## config.mk

```make
export PLATFORM = sky130hd
export DESIGN_NAME = rau_ctrl
export DESIGN_NICKNAME = d
export VERILOG_FILES = /design/src/rtl/core/rau_pkg.sv /design/src/rtl/core/rau_ctrl.sv
export VERILOG_INCLUDE_DIRS = /design/src /design/src/rtl/core
export SDC_FILE = /design/constraint.sdc
export NUM_CORES = 1
export LEC_CHECK = 0
export BUFFER_PORTS_ARGS = -buffer_cell sky130_fd_sc_hd__buf_4
export CAP_MARGIN = 30
export CELL_PAD_IN_SITES_DETAIL_PLACEMENT = 1
export CELL_PAD_IN_SITES_GLOBAL_PLACEMENT = 2
export CORE_UTILIZATION = 31
export DETAILED_ROUTE_END_ITERATION = 6
export PLACE_DENSITY_LB_ADDON = 0.08
export SLEW_MARGIN = 20
export SYNTH_ARGS = -nofsm -noshare
export SYNTH_HDL_FRONTEND = slang
export SYNTH_SLANG_ARGS = --single-unit
```

## constraint.sdc

```tcl
create_clock -name aclk -period 2.53 [get_ports aclk]
set_input_delay 0.253 -clock aclk [delete_from_list [all_inputs] [get_ports aclk]]
set_output_delay 0.253 -clock aclk [all_outputs]
set_load 0.03 [all_outputs]
```

## src/rtl/core/rational_arithmetic_unit_macros.svh

```systemverilog
// ----------------------------------------------------------------------------
// rational arithmetic unit assertion macros
// property wrappers for the core modules, used by rau_ctrl
// ----------------------------------------------------------------------------
`ifndef RATIONAL_ARITHMETIC_UNIT_MACROS_SVH
`define RATIONAL_ARITHMETIC_UNIT_MACROS_SVH

// same-cycle implication, disabled while reset is held
`define RAU_ASSERT_SAME(label, clk, rstn, ante, cons) \
    label: assert property (@(posedge clk) disable iff (!(rstn)) (ante) |-> (cons)) \
        else $error("rau assertion failed");

// next-cycle implication, disabled while reset is held
`define RAU_ASSERT_NEXT(label, clk, rstn, ante, cons) \
    label: assert property (@(posedge clk) disable iff (!(rstn)) (ante) |=> (cons)) \
        else $error("rau assertion failed");

`endif

```

## src/rtl/core/rau_pkg.sv

```systemverilog
// ----------------------------------------------------------------------------
// rau_pkg
// shared widths, command codes, datapath ops and controller states
// ----------------------------------------------------------------------------
`default_nettype none

package rau_pkg;

    localparam int DATA_W    = 64;
    localparam int HALF_W    = DATA_W / 2;
    localparam int CMD_W     = 3;
    localparam int CNT_W     = $clog2(DATA_W);
    localparam int S_TDATA_W = 264;
    localparam int M_TDATA_W = 3 * DATA_W;

    localparam logic [CMD_W-1:0] CMD_ADD   = 3'd0;
    localparam logic [CMD_W-1:0] CMD_SUB   = 3'd1;
    localparam logic [CMD_W-1:0] CMD_MUL   = 3'd2;
    localparam logic [CMD_W-1:0] CMD_DIV   = 3'd3;
    localparam logic [CMD_W-1:0] CMD_CMP   = 3'd4;
    localparam logic [CMD_W-1:0] CMD_RECIP = 3'd5;
    localparam logic [CMD_W-1:0] CMD_SIMP  = 3'd6;

    typedef enum logic [4:0] {
        OP_NONE,
        OP_LOAD,
        OP_MKPOS,
        OP_GCD_X1,
        OP_GCD_X2,
        OP_GCD_T,
        OP_DIV_RN,
        OP_DIV_SD,
        OP_DIV_RD,
        OP_DIV_SN,
        OP_DIV_TN,
        OP_DIV_TD,
        OP_MUL_RN_SD,
        OP_MUL_SN_RD,
        OP_MUL_RD_SD,
        OP_MUL_RN_SN,
        OP_SUM,
        OP_DIFF,
        OP_POS_T,
        OP_NAN,
        OP_EMIT
    } dp_op_t;

    typedef enum logic [4:0] {
        ST_IDLE,
        ST_DISPATCH,
        ST_CHECK,
        ST_EMIT,
        ST_MKPOS,
        ST_GCD_X1,
        ST_DIV_RN,
        ST_DIV_SD,
        ST_GCD_X2,
        ST_DIV_RD,
        ST_DIV_SN,
        ST_MUL_RN_SN,
        ST_MUL_RD_SD,
        ST_MUL_RN_SD,
        ST_MUL_SN_RD,
        ST_SUM,
        ST_DIFF,
        ST_POS_T,
        ST_GCD_T,
        ST_DIV_TN,
        ST_DIV_TD,
        ST_NAN
    } ctrl_state_t;

    typedef struct packed {
        dp_op_t op;
    } dp_cmd_t;

    typedef struct packed {
        logic             done;
        logic             nan_in;
        logic             td_zero;
        logic             out_free;
        logic [CMD_W-1:0] cmd;
    } dp_stat_t;

    function automatic logic [DATA_W-1:0] mag_of(input logic [DATA_W-1:0] v);
        return v[DATA_W-1] ? ({DATA_W{1'b0}} - v) : v;
    endfunction

endpackage

`default_nettype wire

```

## src/rtl/core/rau_ctrl.sv

```systemverilog
// ----------------------------------------------------------------------------
// rau_ctrl
// command sequencer: issues datapath ops and waits for completion
// ----------------------------------------------------------------------------
`default_nettype none

`include "rational_arithmetic_unit_macros.svh"

module rau_ctrl (
    input  wire logic              aclk,
    input  wire logic              aresetn,
    input  wire logic              s_tvalid,
    output logic                   s_tready,
    output rau_pkg::dp_cmd_t       cmd,
    input  wire rau_pkg::dp_stat_t stat
);

    rau_pkg::ctrl_state_t state_reg, state_next;
    logic                 wait_reg, wait_next;
    logic                 in_beat;

    function automatic rau_pkg::dp_op_t step_op(input rau_pkg::ctrl_state_t st);
        case (st)
            rau_pkg::ST_MKPOS:     return rau_pkg::OP_MKPOS;
            rau_pkg::ST_GCD_X1:    return rau_pkg::OP_GCD_X1;
            rau_pkg::ST_DIV_RN:    return rau_pkg::OP_DIV_RN;
            rau_pkg::ST_DIV_SD:    return rau_pkg::OP_DIV_SD;
            rau_pkg::ST_GCD_X2:    return rau_pkg::OP_GCD_X2;
            rau_pkg::ST_DIV_RD:    return rau_pkg::OP_DIV_RD;
            rau_pkg::ST_DIV_SN:    return rau_pkg::OP_DIV_SN;
            rau_pkg::ST_MUL_RN_SN: return rau_pkg::OP_MUL_RN_SN;
            rau_pkg::ST_MUL_RD_SD: return rau_pkg::OP_MUL_RD_SD;
            rau_pkg::ST_MUL_RN_SD: return rau_pkg::OP_MUL_RN_SD;
            rau_pkg::ST_MUL_SN_RD: return rau_pkg::OP_MUL_SN_RD;
            rau_pkg::ST_SUM:       return rau_pkg::OP_SUM;
            rau_pkg::ST_DIFF:      return rau_pkg::OP_DIFF;
            rau_pkg::ST_POS_T:     return rau_pkg::OP_POS_T;
            rau_pkg::ST_GCD_T:     return rau_pkg::OP_GCD_T;
            rau_pkg::ST_DIV_TN:    return rau_pkg::OP_DIV_TN;
            rau_pkg::ST_DIV_TD:    return rau_pkg::OP_DIV_TD;
            rau_pkg::ST_NAN:       return rau_pkg::OP_NAN;
            default:               return rau_pkg::OP_NONE;
        endcase
    endfunction

    function automatic rau_pkg::ctrl_state_t step_after(input rau_pkg::ctrl_state_t st,
                                                        input logic [rau_pkg::CMD_W-1:0] c);
        logic add_like;
        add_like = (c inside {rau_pkg::CMD_ADD, rau_pkg::CMD_SUB});
        case (st)
            rau_pkg::ST_MKPOS:     return add_like ? rau_pkg::ST_MUL_RN_SD : rau_pkg::ST_GCD_X1;
            rau_pkg::ST_GCD_X1:    return rau_pkg::ST_DIV_RN;
            rau_pkg::ST_DIV_RN:    return rau_pkg::ST_DIV_SD;
            rau_pkg::ST_DIV_SD:    return rau_pkg::ST_GCD_X2;
            rau_pkg::ST_GCD_X2:    return rau_pkg::ST_DIV_RD;
            rau_pkg::ST_DIV_RD:    return rau_pkg::ST_DIV_SN;
            rau_pkg::ST_DIV_SN:    return rau_pkg::ST_MUL_RN_SN;
            rau_pkg::ST_MUL_RN_SN: return rau_pkg::ST_MUL_RD_SD;
            rau_pkg::ST_MUL_RD_SD: return add_like ? rau_pkg::ST_SUM : rau_pkg::ST_CHECK;
            rau_pkg::ST_MUL_RN_SD: return rau_pkg::ST_MUL_SN_RD;
            rau_pkg::ST_MUL_SN_RD: begin
                return (c == rau_pkg::CMD_CMP) ? rau_pkg::ST_DIFF : rau_pkg::ST_MUL_RD_SD;
            end
            rau_pkg::ST_SUM:       return rau_pkg::ST_CHECK;
            rau_pkg::ST_DIFF:      return rau_pkg::ST_EMIT;
            rau_pkg::ST_POS_T:     return rau_pkg::ST_GCD_T;
            rau_pkg::ST_GCD_T:     return rau_pkg::ST_DIV_TN;
            rau_pkg::ST_DIV_TN:    return rau_pkg::ST_DIV_TD;
            rau_pkg::ST_DIV_TD:    return rau_pkg::ST_EMIT;
            rau_pkg::ST_NAN:       return rau_pkg::ST_EMIT;
            default:               return rau_pkg::ST_IDLE;
        endcase
    endfunction

    always_ff @(posedge aclk) begin
        if (!aresetn) begin
            state_reg <= rau_pkg::ST_IDLE;
            wait_reg  <= 1'b0;
        end else begin
            state_reg <= state_next;
            wait_reg  <= wait_next;
        end
    end

    always_comb begin
        state_next = state_reg;
        wait_next  = wait_reg;
        cmd.op     = rau_pkg::OP_NONE;
        s_tready   = 1'b0;
        case (state_reg)
            rau_pkg::ST_IDLE: begin
                s_tready = 1'b1;
                if (s_tvalid) begin
                    cmd.op     = rau_pkg::OP_LOAD;
                    state_next = rau_pkg::ST_DISPATCH;
                end
            end
            rau_pkg::ST_DISPATCH: begin
                if (stat.nan_in) begin
                    state_next = (stat.cmd == rau_pkg::CMD_CMP) ? rau_pkg::ST_EMIT
                                                                : rau_pkg::ST_NAN;
                end else if (stat.cmd inside {rau_pkg::CMD_ADD, rau_pkg::CMD_SUB,
                                              rau_pkg::CMD_MUL, rau_pkg::CMD_DIV}) begin
                    state_next = rau_pkg::ST_MKPOS;
                end else if (stat.cmd == rau_pkg::CMD_CMP) begin
                    state_next = rau_pkg::ST_MUL_RN_SD;
                end else if (stat.cmd == rau_pkg::CMD_SIMP) begin
                    state_next = rau_pkg::ST_CHECK;
                end else begin
                    state_next = rau_pkg::ST_EMIT;
                end
            end
            rau_pkg::ST_CHECK: begin
                state_next = stat.td_zero ? rau_pkg::ST_NAN : rau_pkg::ST_POS_T;
            end
            rau_pkg::ST_EMIT: begin
                if (stat.out_free) begin
                    cmd.op     = rau_pkg::OP_EMIT;
                    state_next = rau_pkg::ST_IDLE;
                end
            end
            default: begin
                if (!wait_reg) begin
                    cmd.op    = step_op(state_reg);
                    wait_next = 1'b1;
                end else if (stat.done) begin
                    wait_next  = 1'b0;
                    state_next = step_after(state_reg, stat.cmd);
                end
            end
        endcase
    end

    assign in_beat = s_tvalid && s_tready;

    `RAU_ASSERT_SAME(a_done_only_when_waiting, aclk, aresetn, stat.done, wait_reg)
    `RAU_ASSERT_NEXT(a_accept_to_dispatch, aclk, aresetn, in_beat, state_reg == rau_pkg::ST_DISPATCH)
    `RAU_ASSERT_SAME(a_emit_needs_slot, aclk, aresetn, cmd.op == rau_pkg::OP_EMIT, stat.out_free)

endmodule

`default_nettype wire

```

# --- After elaboration in Yosys (flattened, before gate mapping) ---
# Memory sizes are Yosys's and may differ from the RTL's. A register that Yosys moved wholly into a read port is not among the register bits.
# Cells that the tools add are included.
totals:
  register_bits: 6
  latch_bits: 0
  ramBits: 0
  rom_bits: 160
  in_bits: 10
  out_inout_bits: 6
  word_cells: 65
  mem_count: 1
mem_list:
  columns: ["memory", "depth", "width", "read_ports", "rd_ports_with_merged_regs", "write_ports", "line", "text"]
  rows:
  - ["(name not given)", 32, 5, 1, 1, 0, "rau_ctrl.sv:23", "case (st)"]
classes:
  add_sub_neg: 0
  mul: 0
  div: 0
  n_lt_le_gt_ge: 0
  eq_ne: 28
  shifts: 0
  mux: 24
  bitwise: 0
  reduce_logical: 10
op_table:
  columns: ["operator", "count"]
  rows:
  - ["$pmux 5 s16", 1]
  - ["$mux 5", 11]
  - ["$eq 5x4->1 const B", 8]
  - ["$eq 5x5->1 const B", 6]
  - ["$eq 5x3->1 const B", 4]
  - ["$pmux 5 s4", 1]
  - ["$mux 4", 4]
  - ["$pmux 5 s3", 1]
  - ["$eq 5x2->1 const B", 2]
  - ["$reduce_bool 5->1", 2]
  - ["$eq 3x2->1 const B", 2]
  - ["$eq 3x3->1 const B", 2]
  - ["$eq 5x1->1 const B", 1]
  - ["$logic_not 5->1", 1]
  - ["$mux 1", 5]
  - ["$ne 2x2->1 const B", 2]
  - ["$reduce_and 4->1", 1]
  - ["$reduce_bool 4->1", 1]
  - ["$reduce_or 4->1", 1]
  - ["$eq 3x1->1 const B", 1]
  - ["$logic_not 3->1", 1]
  - ["$mux 3", 1]
  - ["$reduce_or 3->1", 1]
  - ["$reduce_bool 2->1", 1]
  - ["$reduce_or 2->1", 1]

# --- Depth between registers and ports, before layout ---
# Gate-level depths: netlist of run 1.
logic_depth:
  ltp_word: 9
  mapped_depth: 12
  mapped_depth_nobuf: 10

# --- Worst setup path after synthesis of run 1 ---
# OpenSTA, ideal clock, no wires.
synth_timing:
  path_kind: "reg-to-reg"
  start: "register state_reg[2]"
  end: "register with a tool-made name"
  setup_ns: 0.076
  arrival_time_ns: 2.355
  required_time_ns: 2.454
  slack_ns: 0.099
  stages_incl_launch_ff: 11
  path_buffers: 1
  period_less_slack_ns: 2.431
  path_cell_list: "dfxtp_1 > buf_2 > maj3_1 > nor2_1 > nor4_1 > nor3_1 > o21ai_0 > inv_1 > ha_1 > mux2_1 > o22ai_1"
synth_rtl:
  columns: ["item", "line", "text"]
  rows:
  - ["from (decl)", "rau_ctrl.sv:18", "rau_pkg::ctrl_state_t state_reg, state_next;"]
  - ["from (signal assigned)", "rau_ctrl.sv:77", "state_reg <= rau_pkg::ST_IDLE;"]
  - ["from (signal assigned)", "rau_ctrl.sv:80", "state_reg <= state_next;"]

==> summary.md, run 1 <==
| Metric | Value |
|---|---|
| Status | finished, final reports clean |
| Required @ worst endpoint | 2.72 ns |
| Startpoint Class | flip-flop |
| Fin nets | 208 |
| Starting DRT DRC Count | 40 |
| Max transition margin | 0.676 |
| Syn nets | 172 |
| GR Overflow Total | 0 |
| First-pass GRT wire length | 6950 um |
| CTS tree | built |
| Synth cell types | 63 |
| Total iterations of the first detailed-routing run | 4 |
| Worst setup EP type | flip-flop |
| Routed wire per std cell | 17.5 um |
| Rows | 23 |
| Drt drc | 0 |
| Via count | 1345 |
| EDFF count, synth | 0 |
| Detail-routed via count per cell | 5.58 |
| Synth top area cells | dfxtp_1 17%, ha_1 5.8%, nand2_1 4.3% |
| RSZ-0062 raised after global routing | no |
| Min cycle time layout | 2.42 ns |
| Die Y | 66.9 um |
| Initial core utilization | 0.324 |
| DRT antenna net count | 0 |
| Final period util | 0.955 |
| Share of post-route cells with drive strength above 1 | 0.387 |
| Gpl congestion | 0.888 |
| Number of port buffers | 15 |
| IO Pins | 16 |
| Die Wd | 66.9 um |
| Filler Cell Count | 489 |
| WL final | 4230 um |
| Fin. Hold Viols | 0 |
| Mean Syn Cell Area | 8.36 um2 |
| CP Cell Sequence | or3_4 > a31oi_4 > buf_4 > nand3_1 > o41ai_4 > inv_1 > ha_1 > a211o_1 > o21ai_0 > a32o_1 |
| Core area | 0.00403 mm2 |
| Design Area, Final | 0.00171 mm2 |
| Clk buf depth | 2 |
| CP max stage delay | 0.43 ns |
| FF+latch count, synth | 11 |
| Final hold slack | 0.310 ns |
| Clock Skew | 0.00579 ns |
| Least-Margin Pin Slew | 0.483 ns |
| Post-synth top flop | dfxtp_1 |
| Clk_lat worst skew | 0.25 ns |
| Leakage | 0.712 nW |
| Yosys warning count | 0 |
| Post-synth top area share | 0.169 |
| Worst path depth | 10 |
| Slew Limit Fails | 0 |
| Area Growth Syn to Fin | 31.3% |
| Synthesized instance count | 156 |
| Setup_tns | 0 ns |
| H-tree depth | 1 |
| DP Wirelength | 3320 um |
| Worst r2r path cells | 10 |
| Reg2reg start | state_reg[0]$_SDFFE_PN0N_ |
| Post-synthesis async set-or-reset flop share | 0 |
| Critical path buffer and inverter count | 2 |
| Total GRT Usage | 0.211 |
| Placed Area | 0.00157 mm2 |
| # diodes | 0 |
| CTS Buf Count | 3 |
| Clock Pin Slew Worst Setup and Hold Paths | 0.05 ns |
| Vias in the first global route | 1343 |
| Hold WC Path Type | input pin to flip-flop |
| Final setup fails | 0 |
| Largest net degree at the start of global routing | 17 |
| Worst EP arrival | 2.61 ns |
| CP delay by family, top | compound AO/OA/AOI/OAI gates |
| Max-cap check violation count | 0 |
| Initial antenna violation count | 0 |
| PwrDens | 1200 mW/mm2 |
| Sequential share of the synthesized area | 0.169 |
| Area of the die | 0.00447 mm2 |
| Clk sink count | 11 |
| Worst Setup SP | state_reg[0]$_SDFFE_PN0N_ |
| Fmax | 0.414 GHz |
| Dominant cell type by area after synthesis | dfxtp_1 |
| Mapped cell area | 0.00130 mm2 |
| Max VDD drop | 0.000532 V |
| Worst Path Max Fanout | 7 |
| Slowest-stage cell, CP | or3_4 |
| R2R Setup Slk | 0.11 ns |
| Crit path kind | flip-flop to flip-flop |
| CTS root buffer | clkbuf_8 |
| Hold Path Origin | aresetn |
-- power breakdown --
group | total, W | internal, W | switching [W]
clock network | 0.000182 | 0.000111 | 0.0000711
logic | 0.00156 | 0.000704 | 0.000856
registers | 0.000317 | 0.000240 | 0.0000765
-- cells by family (layout without fill, tap and decap cells) --
logic type,Yosys count,count (layout),synth area share
buffers and inverters,20,55,0.0854
adder cells (fa/ha/maj),7,7,0.0653
multiplexers,3,3,0.0250
AND/OR/NAND/NOR,61,61,0.271
flip-flops,11,11,0.169
AO/OA/AOI/OAI,54,54,0.385
-- per-layer routing --
metal  GRT usage  wire length [um]  vias up
met5           0                 0        -
met4      0.0319                33        0
met3      0.0360                96        4
met2       0.308              1870       14
met1       0.319              2220      655
li1            -                 -      672
-- timing repair --
item / in CTS / in global routing
buffers inserted: 3 / 2
hold buffers: 0 / 0
endpoints found under the setup margin: 2 / 3
gates resized for setup: 0 / 19
pin swaps: 1 / 4
-- final cells by class --
cell class | instances | area (um2) | share of cell area
multi-input combinational | 125 | 1010 | 0.588
timing repair buffer | 43 | 334 | 0.195
sequential | 11 | 234 | 0.137
tap | 50 | 62.6 | 0.0365
clock buffer | 4 | 45.0 | 0.0263
inverter | 8 | 30.0 | 0.0175
-- synth_stat cells, types with 2 or more instances --
| master | number |
|---|---|
| nor2_1 | 8 |
| dfxtp_1 | 11 |
| a21oi_1 | 4 |
| o22ai_1 | 2 |
| nor4b_1 | 2 |
| nand3_1 | 3 |
| mux2_1 | 2 |
| a211o_1 | 3 |
| a21o_1 | 2 |
| ha_1 | 6 |
| o211ai_1 | 3 |
| buf_6 | 3 |
| nor3_1 | 6 |
| nand2b_1 | 4 |
| or3_1 | 2 |
| nand2_1 | 15 |
| and4b_1 | 2 |
| a32o_1 | 3 |
| a211oi_1 | 2 |
| nor2b_1 | 3 |
| a31oi_4 | 2 |
| o32a_1 | 2 |
| a31oi_1 | 3 |
| nand3b_1 | 3 |
| inv_1 | 8 |
| o21ai_0 | 6 |
| and2_1 | 4 |
| buf_2 | 7 |
-- how the worst min path moves through the flow --
stage	to	cells after the start
2_1_floorplan	state_reg[4]$_SDFFE_PN0N_	1
3_3_place_gp	wait_reg$_SDFFE_PN0N_	2
3_5_place_dp	wait_reg$_SDFFE_PN0N_	2
4_1_cts	state_reg[4]$_SDFFE_PN0N_	2
5_1_grt	flip-flop	2
6_report	state_reg[4]$_SDFFE_PN0N_	2
-- layout by cell type, fill, tap and decap left out, types with 4 or more instances in the layout --
cell type	count
dfxtp_1	6
nand2b_1	4
nor3_1	6
o21ai_0	5
ha_1	5
buf_4	41
a21oi_1	4
nand2_1	15
and2_1	4
inv_1	7
nor2_1	7
-- through the flow --
stage / cells / worst slack [ns] / utilization / total power, W
2_1_floorplan: 156 / 0.0993 / - / 0.00125
3_3_place_gp: 232 / 0.0435 / 0.390 / 0.00168
3_5_place_dp: 232 / -0.0128 / 0.390 / 0.00170
4_1_cts: 239 / 0.0373 / 0.407 / 0.00195
5_1_grt: 241 / 0.00638 / 0.425 / 0.00222
6_report: 241 / 0.113 / 0.425 / 0.00206
(Power assumes the default switching activity.)
==> run 2, diff against run 1 <==
--- a/config.mk
+++ b/config.mk
@@ -6,13 +6,16 @@
 export SDC_FILE = /design/constraint.sdc
 export NUM_CORES = 1
 export LEC_CHECK = 0
+export ABC_AREA = 1
 export BUFFER_PORTS_ARGS = -buffer_cell sky130_fd_sc_hd__buf_4
 export CAP_MARGIN = 30
 export CELL_PAD_IN_SITES_DETAIL_PLACEMENT = 1
 export CELL_PAD_IN_SITES_GLOBAL_PLACEMENT = 2
-export CORE_UTILIZATION = 31
+export CORE_UTILIZATION = 27
+export CTS_CLUSTER_SIZE = 28
 export DETAILED_ROUTE_END_ITERATION = 6
 export PLACE_DENSITY_LB_ADDON = 0.08
+export SKIP_CTS_REPAIR_TIMING = 1
 export SLEW_MARGIN = 20
 export SYNTH_ARGS = -nofsm -noshare
 export SYNTH_HDL_FRONTEND = slang
==> summary.md, run 2 <==
| Metric | Value |
|---|---|
| Share of post-route cells with drive strength above 1 | 0.258 (-0.130) |
| Area of the die | 0.00473 mm2 (+5.8%) |
| CP Cell Sequence | nand2_1 > nor2_2 > nand3b_1 > nand2_2 > nor2_4 > nand2_1 > inv_2 > nand2_1 > nand2_2 > nand2_1 > inv_1 > ha_1 > nand3b_1 > nand2_1 > nand2_1 > nand2_1 > nand2_1 > nand2_1 |
| First-pass GRT wire length | 6110 um (-12%) |
| Drt drc | 0 (unchanged) |
| Required @ worst endpoint | 2.71 ns (about the same) |
| Vias in the first global route | 1280 (-4.7%) |
| Design Power | 0.00154 W (-25%) |
| Setup_tns | 0 ns (unchanged) |
| Core area | 0.00414 mm2 (+2.9%) |
| Crit path kind | flip-flop to flip-flop |
| Met2 GRT Util | 0.275 (-0.0336) |
| # diodes | 0 (unchanged) |
| Top Usage Layer GRT | met2 |
| Setup WS pre-CTS | 0.00420 ns (+0.0170 ns) |
| CTS root buffer | clkbuf_8 |
| Synthesized instance count | 201 (+29%) |
| Most common cell in the netlist | nand2_1 |
| EDFF count, synth | 0 (unchanged) |
| Total iterations of the first detailed-routing run | 4 (unchanged) |
| WL final | 3720 um (-12%) |
| Clock Skew | 0.00148 ns (-0.00431 ns) |
| RSZ-0062 raised after global routing | no |
| Number of port buffers | 15 (unchanged) |
| Clk buf depth | 2 (unchanged) |
| CP most frequent cell | nand2_1 |
| DP Wirelength | 3120 um (-6.0%) |
| Clock Pin Slew Worst Setup and Hold Paths | 0.05 ns (about the same) |
| Hold WC Path Type | input pin to flip-flop |
| Most frequent cells in the layout | 62 x nand2_1, 24 x inv_1, 22 x nand3_1 |
| Max transition margin | 0.788 (+0.113) |
| FF+latch count, synth | 11 (unchanged) |
| Fin. Hold Viols | 0 (unchanged) |
| Top post-synthesis cells by count | 63 x nand2_1, 24 x inv_1, 22 x nand3_1, 17 x nor2_1, 11 x dfxtp_1 |
| Post-synth top area share | 0.196 (+0.0276) |
| Initial antenna violation count | 0 (unchanged) |
| Largest net degree at the start of global routing | 10 (-7) |
| Die Wd | 68.8 um (+2.9%) |
| CP delay by family, top | simple AND/OR/NAND/NOR gates |
| Detail-routed via count per cell | 4.80 (-14%) |
| DRT antenna net count | 0 (unchanged) |
| Leading cell type in the layout, fill and taps excluded | nand2_1 |
| Max-cap check violation count | 0 (unchanged) |
| Clk_lat worst skew | 0.24 ns (about the same) |
| Mean Syn Cell Area | 5.99 um2 (-28%) |
| GR Overflow Total | 0 (unchanged) |
| Fin nets | 238 (+14%) |
| Initial core utilization | 0.290 (-0.0331) |
| CTS tree | built |
| CP max stage delay | 0.41 ns (-0.02 ns) |
| H-tree depth | 1 (unchanged) |
| Worst setup EP type | flip-flop |
| Filler Cell Count | 567 (+16%) |
| Fmax | 0.433 GHz (+4.6%) |
| Critical path buffer and inverter count | 2 (unchanged) |
| Starting DRT DRC Count | 42 (+5.0%) |
| Post-synth top flop | dfxtp_1 |
| Dominant cell type by area after synthesis | nand2_1 |
| Routed wire per std cell | 13.7 um (-22%) |
| Sequential share of the synthesized area | 0.183 (+0.0140) |
| Mapped cell area | 0.00120 mm2 (-7.7%) |
| Status | finished, final reports clean |
| Synth cell types | 26 (-59%) |
| Min cycle time layout | 2.31 ns (-0.105 ns) |
| Post-synthesis async set-or-reset flop share | 0 (unchanged) |
| Slowest-stage cell, CP | dfxtp_4 |
| IO Pins | 16 (unchanged) |
| Leakage | 0.783 nW (+10%) |
| Synth top area cells | nand2_1 20%, dfxtp_1 18%, nand3_1 9.1% |
| Rows | 23 (unchanged) |
| Die Y | 68.8 um (+2.9%) |
| Syn nets | 217 (+26%) |
| Slew Limit Fails | 0 (unchanged) |
| Total GRT Usage | 0.178 (-0.0322) |
| Area Growth Syn to Fin | 19.5% |
| M1 GR Usage | 0.258 (-0.0616) |
| Startpoint Class | flip-flop |
| Final setup fails | 0 (unchanged) |
| Via count | 1301 (-3.3%) |
| Max VDD drop | 0.000453 V (-15%) |
| Met3 usage | 0.0345 (-0.00142) |
| Worst EP arrival | 2.50 ns (-0.11 ns) |
| Gpl congestion | 0.907 (+2.2%) |
| Least-Margin Pin Slew | 0.316 ns (-0.167 ns) |
| Final design utilization | 0.347 (-0.0776) |
| Final period util | 0.914 (-0.0416) |
| Final WS setup | 0.218 ns (+0.105 ns) |
| Yosys warning count | 0 (unchanged) |
| PwrDens | 1070 mW/mm2 (-11%) |
| Worst Path Max Fanout | 8 (+1) |
| CTS Buf Count | 3 (unchanged) |
| Clk sink count | 11 (unchanged) |
-- run 2: kinds of logic (layout without fill, tap and decap cells) --
family,count (synthesis),in the layout,share of synthesized area
and+or+nand+nor,139,139,0.580
buffers and inverters,33,53,0.119
AOI/OAI and AO/OA,12,12,0.0561
DFF,11,11,0.183
adders and majority gates,6,6,0.0624
-- run 2: final timing paths --
check / start / endpoint / slack [ns] / cells after the start
max: state_reg[1]$_SDFFE_PN0N_ / flip-flop / 0.22 / 18
min: stat[6] / wait_reg$_SDFFE_PN0N_ / 0.36 / 4
max reg2reg: state_reg[1]$_SDFFE_PN0N_ / flip-flop / 0.22 / 18
min reg2reg: wait_reg$_SDFFE_PN0N_ / wait_reg$_SDFFE_PN0N_ / 0.50 / 2
-- run 2: power breakdown --
group | leakage (nW) | switching [W] | total, W | internal (W)
Clock | 0.0228 | 0.0000656 | 0.000176 | 0.000111
Sequential | 0.0918 | 0.0000462 | 0.000267 | 0.000221
Combinational | 0.669 | 0.000756 | 0.00109 | 0.000338
Total | 0.783 | 0.000867 | 0.00154 | 0.000670
-- run 2: area by class of cell --
type                    count  area [um2]  share of cell area
clock buffers               4        45.0              0.0313
well taps                  50        62.6              0.0435
inverters                  31         124              0.0861
flip-flops and latches     11         226               0.157
repair buffers             18         135              0.0939
multi-input cells         157         846               0.588
-- run 2: per-stage QoR --
step | hold WS, ns | instance area (um2) | std cells
6_report | 0.364 | 1440 | 271
5_1_grt | 0.380 | 1440 | 271
4_1_cts | 0.362 | 1430 | 271
3_5_place_dp | 0.492 | 1380 | 267
3_3_place_gp | 0.467 | 1380 | 267
2_1_floorplan | 0.452 | 1200 | 201
-- run 2: metal layers --
metal,vias up,wire length (um)
met5,-,0
met4,0,27
met3,5,146
met2,23,1550
met1,597,2000
li1,676,-
-- run 2: worst register-to-register path: stages, from the launching register on --
cell,delay [ns]
dfxtp_4,0.41
nand2_1,0.12
nor2_2,0.17
nand3b_1,0.16
nand2_2,0.12
nor2_4,0.05
nand2_1,0.08
inv_2,0.03
nand2_1,0.06
nand2_2,0.08
nand2_1,0.17
inv_1,0.12
ha_1,0.21
nand3b_1,0.18
nand2_1,0.09
nand2_1,0.05
nand2_1,0.05
nand2_1,0.05
nand2_1,0.06
==> run 3, diff against run 2 <==
--- a/config.mk
+++ b/config.mk
@@ -9,9 +9,8 @@
 export ABC_AREA = 1
 export BUFFER_PORTS_ARGS = -buffer_cell sky130_fd_sc_hd__buf_4
 export CAP_MARGIN = 30
-export CELL_PAD_IN_SITES_DETAIL_PLACEMENT = 1
-export CELL_PAD_IN_SITES_GLOBAL_PLACEMENT = 2
-export CORE_UTILIZATION = 27
+export CORE_MARGIN = 10
+export CORE_UTILIZATION = 35
 export CTS_CLUSTER_SIZE = 28
 export DETAILED_ROUTE_END_ITERATION = 6
 export PLACE_DENSITY_LB_ADDON = 0.08
==> summary.md, run 3 (synthesis results as in run 2) <==
| Metric | Value |
|---|---|
| Status | finished, final reports clean |
| Gpl congestion | 0.874 (-3.7%) |
| Clk sink count | 11 (unchanged) |
| Die Y | 78.6 um (+14%) |
| Setup WS pre-CTS | 0.0874 ns (+0.0832 ns) |
| Worst Path Max Fanout | 5 (-3) |
| Met3 usage | 0.0239 (-0.0106) |
| Final period util | 0.879 (-0.0352) |
| CTS tree | built |
| Routed wire per std cell | 11.7 um (-15%) |
| Max-cap check violation count | 0 (unchanged) |
| CTS Buf Count | 3 (unchanged) |
| Max VDD drop | 0.000402 V (-11%) |
| Total iterations of the first detailed-routing run | 4 (unchanged) |
| Required @ worst endpoint | 2.69 ns (-0.02 ns) |
| Drt drc | 0 (unchanged) |
| GR Overflow Total | 0 (unchanged) |
| Core area | 0.00334 mm2 (-19%) |
| First-pass GRT wire length | 5420 um (-11%) |
| Min cycle time layout | 2.22 ns (-0.0892 ns) |
| Via count | 1277 (-1.8%) |
| IO Pins | 16 (unchanged) |
| Leading cell type in the layout, fill and taps excluded | nand2_1 |
| Worst setup EP type | flip-flop |
| Top Usage Layer GRT | met2 |
| Clock Pin Slew Worst Setup and Hold Paths | 0.06 ns (about the same) |
| Share of post-route cells with drive strength above 1 | 0.255 (-0.00337) |
| Leakage | 0.770 nW (-1.7%) |
| CP most frequent cell | nand2_1 |
| Met2 GRT Util | 0.184 (-0.0903) |
| Fmax | 0.450 GHz (+4.0%) |
| Crit path kind | flip-flop to flip-flop |
| Area of the die | 0.00619 mm2 (+31%) |
| DP Wirelength | 2630 um (-16%) |
| DRT antenna net count | 0 (unchanged) |
| Max transition margin | 0.816 (+0.0280) |
| Startpoint Class | flip-flop |
| M1 GR Usage | 0.121 (-0.137) |
| Rows | 21 (-8.7%) |
| Detail-routed via count per cell | 4.80 (about the same) |
| Fin. Hold Viols | 0 (unchanged) |
| PwrDens | 1020 mW/mm2 (-4.8%) |
| Clock Skew | 0.000315 ns (-0.00117 ns) |
| Largest net degree at the start of global routing | 10 (unchanged) |
| Initial core utilization | 0.361 (+0.0702) |
| CP Cell Sequence | buf_4 > nor2_1 > nand2_2 > nor2_2 > nand2_1 > nand3_2 > nand2_1 > nand2_2 > nand2_2 > inv_1 > ha_1 > nand3b_1 > nand2_1 > nand2_1 > nand2_1 > nand2_1 > nand2_1 |
| Die Wd | 78.6 um (+14%) |
| Vias in the first global route | 1227 (-4.1%) |
| Area Growth Syn to Fin | 16.7% |
| H-tree depth | 1 (unchanged) |
| Least-Margin Pin Slew | 0.274 ns (-0.0427 ns) |
| Number of port buffers | 15 (unchanged) |
| WL final | 3120 um (-16%) |
| Fin nets | 237 (-0.42%) |
| Worst EP arrival | 2.39 ns (-0.11 ns) |
| Starting DRT DRC Count | 110 (+160%) |
| Clk_lat worst skew | 0.26 ns (+0.02 ns) |
| Slew Limit Fails | 0 (unchanged) |
| Hold WC Path Type | input pin to flip-flop |
| # diodes | 0 (unchanged) |
| Final WS setup | 0.307 ns (+0.0892 ns) |
| Clk buf depth | 2 (unchanged) |
| Total GRT Usage | 0.105 (-0.0736) |
| Final setup fails | 0 (unchanged) |
| Setup_tns | 0 ns (unchanged) |
| RSZ-0062 raised after global routing | no |
| Most frequent cells in the layout | 62 x nand2_1, 24 x inv_1, 22 x nand3_1 |
| Slowest-stage cell, CP | dfxtp_1 |
| CTS root buffer | clkbuf_4 |
| CP max stage delay | 0.38 ns (-0.03 ns) |
| Initial antenna violation count | 0 (unchanged) |
==> run 3: changes by cell type in the layout (fill, tap and decap cells not counted), sizes merged <==
cell  delta
buf      -1
==> run 3: per-layer routing <==
metal,up-vias,share of wire
met5,-,0
met2,37,0.50
met3,8,0.044
met4,0,0.021
li1,674,-
met1,558,0.43
==> run 3: cell type report <==
type / instances / area [um2]
clock buffer: 4 / 26.3
multi-input combinational: 157 / 846
inverter: 31 / 124
sequential: 11 / 224
timing repair buffer: 17 / 128
tap: 46 / 57.6
fill: 398 / 1930
==> run 3: final timing paths <==
check | start | endpoint | slack [ns] | cells past startpoint
worst min-delay path | stat[6] | wait_reg$_SDFFE_PN0N_ | 0.34 | 4
worst max-delay path | state_reg[4]$_SDFFE_PN0N_ | flip-flop | 0.31 | 17
worst max register to register | state_reg[4]$_SDFFE_PN0N_ | flip-flop | 0.31 | 17
worst min register to register | wait_reg$_SDFFE_PN0N_ | wait_reg$_SDFFE_PN0N_ | 0.48 | 2
==> run 3: critical path: cells and delay by family (launching register included) <==
kind	cells	cell delay (ns)
DFF	1	0.38
adders and majority gates	1	0.15
and+or+nand+nor	14	1.31
buffers and inverters	2	0.28
==> run 3: through the flow <==
step / instances / total power [W] / cell area, um2 / util / hold slack, ns
2_1_floorplan: 201 / 0.00106 / 1200 / - / 0.452
3_3_place_gp: 262 / 0.00133 / 1370 / 0.411 / 0.478
3_5_place_dp: 262 / 0.00131 / 1370 / 0.411 / 0.479
4_1_cts: 266 / 0.00144 / 1400 / 0.418 / 0.336
5_1_grt: 266 / 0.00159 / 1410 / 0.421 / 0.353
6_report: 266 / 0.00143 / 1410 / 0.421 / 0.335
==> run 3: power breakdown <==
group / switching [W] / total [W] / internal [W]
Combinational: 0.000713 / 0.00105 / 0.000334
Clock: 0.0000550 / 0.000116 / 0.0000611
Sequential: 0.0000458 / 0.000266 / 0.000220
